`src/hw/rtl/packed_real_offset_remap_table_assert.svh`:
```
// Assertion macros for the packed/real offset remap table.
// Included by the top level; uses clock and reset of the including module.
`ifndef PACKED_REAL_OFFSET_REMAP_TABLE_ASSERT_SVH
`define PACKED_REAL_OFFSET_REMAP_TABLE_ASSERT_SVH

// The consequent must hold in the same cycle as the antecedent.
`define PRT_ASSERT_NOW(lbl, ante, cons, msg) \
   lbl: assert property (@(posedge clock) disable iff (reset) (ante) |-> (cons)) \
      else $error(msg);

// The consequent must hold in the cycle after the antecedent.
`define PRT_ASSERT_NEXT(lbl, ante, cons, msg) \
   lbl: assert property (@(posedge clock) disable iff (reset) (ante) |=> (cons)) \
      else $error(msg);

`endif

```
`src/hw/rtl/prt_cell.sv`:
```
// One section cell of the remap table: holds a section, tests the query against it
// and passes the first hit down the chain. Depends on no package.
`timescale 1ns / 1ps

module prt_cell #(
   parameter int OFFSET_BITS = 32
) (
   input  logic                   clock,
   input  logic                   reset,
   input  logic                   write_en,
   input  logic [OFFSET_BITS-1:0] write_packed,
   input  logic [OFFSET_BITS-1:0] write_real,
   input  logic [OFFSET_BITS-1:0] write_length,
   input  logic                   sample,
   input  logic                   active,
   input  logic                   dir_p2r,
   input  logic [OFFSET_BITS-1:0] query,
   input  logic                   prev_hit,
   input  logic [OFFSET_BITS-1:0] prev_value,
   output logic                   next_hit,
   output logic [OFFSET_BITS-1:0] next_value
);

   logic [OFFSET_BITS-1:0] packed_ff, real_ff, length_ff;
   logic [OFFSET_BITS-1:0] from_start, to_start, delta;
   logic                   match_ff, match_in;
   logic [OFFSET_BITS-1:0] xlat_ff, xlat_in;

   always_comb begin
      from_start = dir_p2r ? packed_ff : real_ff;
      to_start   = dir_p2r ? real_ff : packed_ff;
      delta      = query - from_start;
      match_in   = active && (query >= from_start) && (delta < length_ff);
      xlat_in    = to_start + delta;
   end

   always_ff @(posedge clock) begin
      if (write_en) begin
         packed_ff <= write_packed;
         real_ff   <= write_real;
         length_ff <= write_length;
      end
      if (sample) begin
         xlat_ff <= xlat_in;
      end
   end

   always_ff @(posedge clock) begin
      if (reset) begin
         match_ff <= 1'b0;
      end else if (sample) begin
         match_ff <= match_in;
      end
   end

   assign next_hit   = prev_hit || match_ff;
   assign next_value = prev_hit ? prev_value : (match_ff ? xlat_ff : '0);

endmodule

```
`config.mk`:
```
export PLATFORM = sky130hd
export DESIGN_NAME = prt_cell
export DESIGN_NICKNAME = d
export VERILOG_FILES = /design/src/hw/rtl/packed_real_offset_remap_table_assert.svh /design/src/hw/rtl/prt_cell.sv
export SDC_FILE = /design/constraint.sdc
export NUM_CORES = 1
export LEC_CHECK = 0
export ABC_AREA = 1
export BUFFER_PORTS_ARGS = -buffer_cell sky130_fd_sc_hd__buf_2
export CAP_MARGIN = 40
export CELL_PAD_IN_SITES_DETAIL_PLACEMENT = 0
export CELL_PAD_IN_SITES_GLOBAL_PLACEMENT = 2
export CORE_UTILIZATION = 35
export DETAILED_ROUTE_END_ITERATION = 7
export GPL_TIMING_DRIVEN = 1
export PLACE_DENSITY = 0.94
export SYNTH_ARGS = -nofsm -noshare
export SYNTH_HDL_FRONTEND = slang
export SYNTH_SLANG_ARGS = --single-unit
```
`constraint.sdc`:
```
create_clock -name clock -period 10.2 [get_ports clock]
set_clock_uncertainty 0.1 [all_clocks]
set_input_delay 2.04 -clock clock [delete_from_list [all_inputs] [get_ports clock]]
set_output_delay 2.04 -clock clock [all_outputs]
set_load 0.05 [all_outputs]
```
==> flow_summary.ini <==
[placement]
place_hpwl_microns = 22200
place_congestion = 0.904
dp_cells = 1719
port_buffers = 199
dp_slack_ns = 4.03

[global_routing]
grt-ovfl-total = 0
first_global_vias = 7955
grt_max_degree = 72
antenna_found_initial = 0
grtUsageTotal_pct = 19.2
grt_pass1_wl_microns = 41200

[setup_path]
slowest_stage = ha_1
critPathRequiredTime_ns = 10.29
startpoint = dir_p2r
startpoint_type = primary input
critPathTopFamily = simple AND/OR/NAND/NOR gates
reg2reg_slack_ns = 6.21
cp.buffers_inverters = 3
critPathKind = primary input to flip-flop
crit_chain = buf_4 -> nor2_1 -> a21oi_1 -> ha_1 -> inv_1 -> fa_1 -> nand2_1 -> nand2_1 -> and2_4 -> a21oi_2 -> o21ai_4 -> nand2_2 -> nor2_1 -> o21bai_1 -> nand2_1 -> ha_1 -> nand2_1 -> nor2_1 -> inv_1 -> nor4_1 -> nand3_1 -> nand3_1 -> nand2_1
regToRegEndpoint = xlat_ff[30]$_DFFE_PP_
crit_cells = 23
max_stage_delay_ns = 0.42
cp_max_fo = 59
cp.arrival_ns = 5.81
r2r_cells = 22
crit_path_frequent_cell = nand2_1
endpoint = xlat_ff[30]$_DFFE_PP_
worstSetupEndpointType = flip-flop
r2r-start = real_ff[0]$_DFFE_PP_

[sta]
relSlewSlack_pct = 40.3
timing.final.ws_setup_ns = 4.48
tightest_slew_ns = 0.896
fmax_mhz = 175
final.min_clock_period_ns = 5.72
hold_violations = 0
setup_viol = 0
rsz0062_at_grt = false
fin_crit_sh_pct = 56.1
slew_violations = 0
tns_ns = 0
hold_ws_ns = 0.570

[detailed_routing]
first_pass_iters = 5
vias = 8408
ant_nets = 0
routed_wl_microns = 26700
wl_per_cell_microns = 15.3
drc = 0
viasPerCell = 4.80
drt_iter0_markers = 413

[power]
powerDensity_mw_per_mm2 = 196
p_clk_share_pct = 27.8
switchingPower_uw = 872
p_leak_uw = 0.00560
switching_share_pct = 38.3
combPwrFrac_pct = 40.0
intPower_uw = 1400
vdd_ir_drop_max_mv = 0.104
seq_power_share_pct = 32.3

[logic_synthesis]
synth_cells = 1201
yosysMostFrequentCell = nand2_1
netlist_area_sq_mm = 0.00964
yosys.area_share.simple_pct = 23.5
synth_top_cells_by_count = nand2_1, inv_1, edfxtp_1
ys_warn_count = 0
synthArstFlopShare_pct = 0
synth_fp_nets = 1465
synth.area.mux_share_pct = 0
synth_area_leaders = edfxtp_1, nand2_1, ha_1
ys_seq_area_share_pct = 40.1
synthXorXnorAreaFrac_pct = 4.54
synth_compound_area_share_pct = 12.6
synth_enable_flop_cells = 128
synth_top_cell_area_share_pct = 39.9
ys_types = 40
avgSynthCellArea_sq_um = 8.03
yosys.area.top_type = edfxtp_1
ys.flop_type = edfxtp_1
synth.ff_latch_count = 129
synth_top_family_by_area = simple AND/OR/NAND/NOR gates
yosys.area_share.adder_pct = 12.7

[cts]
post_cts_resize_count = 0
cts_sinks = 129
clk_pin_slew_ns = 0.06
hold_buffers = 0
cts_buffers = 17
cts_buffer_depth = 2
cts_tree = yes
ctsRootBufferMaster = clkbuf_16
post_cts.repair.setup_buffers = 0
cts_max_level = 4
clock_latency_ns = 0.43

[flow_run]
max_cap_violations = 0

[final_layout]
layoutNonFillerInstCount = 1751
syn_to_final_growth_pct = 20.4
drive_gt1_share_pct = 19.4
postLayoutCoreUtil_pct = 42.9
final_nets = 1661
antennaDiodeCount = 0

[floorplanning]
core-area_sq_mm = 0.0270
die_area_sq_mm = 0.0282
initial_core_util_pct = 35.7
io-pin-count = 200
die_y_microns = 168
die_w_microns = 168
num_rows = 60

[min_path]
hp-class = flip-flop to flip-flop
hold_depth = 2

[outcome]
status = completed
==> layout by cell type, fill, tap and decap left out, types with 3 or more instances in the layout <==
cell type   instances
bufinv_16           3
a31oi_1             3
nand4_1             8
nor4_1              6
nand2_2            16
o21a_1              7
nand2_1           335
inv_1             138
o21ai_2             3
edfxtp_1          128
nand3_1            74
xnor2_1            12
nor2_2              4
nor3_1             10
a21oi_2             6
xor2_1             38
a21oi_1            88
buf_4               3
a21o_1              6
clkbuf_16          17
clkinvlp_4          3
nor2_1             75
ha_1               95
o21bai_1            8
clkinv_1            3
buf_2             197
inv_2               4
o21ai_0            93
==> power by group through the flow <==
stage | combinational, uW | sequential [uW] | clock (uW)
floorplan | 637 | 736 | 0
global placement | 901 | 744 | 0
detailed placement | 906 | 747 | 0
CTS | 911 | 736 | 643
global route | 1030 | 745 | 665
finish | 910 | 735 | 632
==> sequential cells by signal (all words and copies together), names as in the netlist <==
name	cells
real_ff	32
match_ff	1
packed_ff	32
length_ff	32
xlat_ff	32
==> how the worst min path moves through the flow <==
stage | from | end | slack (ns)
2_1_floorplan | match_ff$_SDFFE_PP0P_ | match_ff$_SDFFE_PP0P_ | 0.48
3_3_place_gp | real_ff[0]$_DFFE_PP_ | xlat_ff[0]$_DFFE_PP_ | 0.73
3_5_place_dp | match_ff$_SDFFE_PP0P_ | match_ff$_SDFFE_PP0P_ | 0.57
4_1_cts | match_ff$_SDFFE_PP0P_ | match_ff$_SDFFE_PP0P_ | 0.58
5_1_grt | match_ff$_SDFFE_PP0P_ | match_ff$_SDFFE_PP0P_ | 0.62
6_report | match_ff$_SDFFE_PP0P_ | match_ff$_SDFFE_PP0P_ | 0.57
==> through the flow <==
| stage | power (uW) | instance area [sq um] |
|---|---|---|
| global route | 2440 | 11600 |
| detailed placement | 1650 | 11000 |
| floorplan | 1370 | 9640 |
| CTS | 2290 | 11600 |
| finish | 2280 | 11600 |
| global placement | 1650 | 11000 |
==> final cells by class <==
cell class	instances	area [sq um]
multi-input combinational	905	5150
tap	341	427
inverter	142	533
clock inverter	14	164
clock buffer	18	429
sequential	129	3860
timing repair buffer	202	1040
fill	2773	15400
==> worst reg2reg max path, cell delays in order, from the launching register on <==
cell and delay [ns]:
edfxtp_1 0.34, nor2_1 0.04, a21oi_1 0.13, ha_1 0.15, inv_1 0.05, fa_1 0.40
nand2_1 0.07, nand2_1 0.07, and2_4 0.15, a21oi_2 0.29, o21ai_4 0.10, nand2_2 0.09
nor2_1 0.05, o21bai_1 0.12, nand2_1 0.12, ha_1 0.42, nand2_1 0.16, nor2_1 0.22
inv_1 0.10, nor4_1 0.28, nand3_1 0.15, nand3_1 0.10, nand2_1 0.05
==> per-layer routing <==
metal | wire length, microns | track usage (%) | share of wire [%] | vias up
li1 | - | - | - | 4437
met1 | 13100 | 26.5 | 49 | 3710
met2 | 11600 | 30.5 | 44 | 232
met3 | 1490 | 3.64 | 5.6 | 29
met4 | 464 | 5.27 | 1.7 | 0
met5 | 0 | 0 | 0 | -
==> cells by family after synthesis <==
logic type | count (synthesis)
DFF | 129
and+or+nand+nor | 538
buffers and inverters | 167
AOI/OAI and AO/OA | 220
adders and majority gates | 97
xor gates and xnor gates | 50
(Power assumes the default switching activity.)
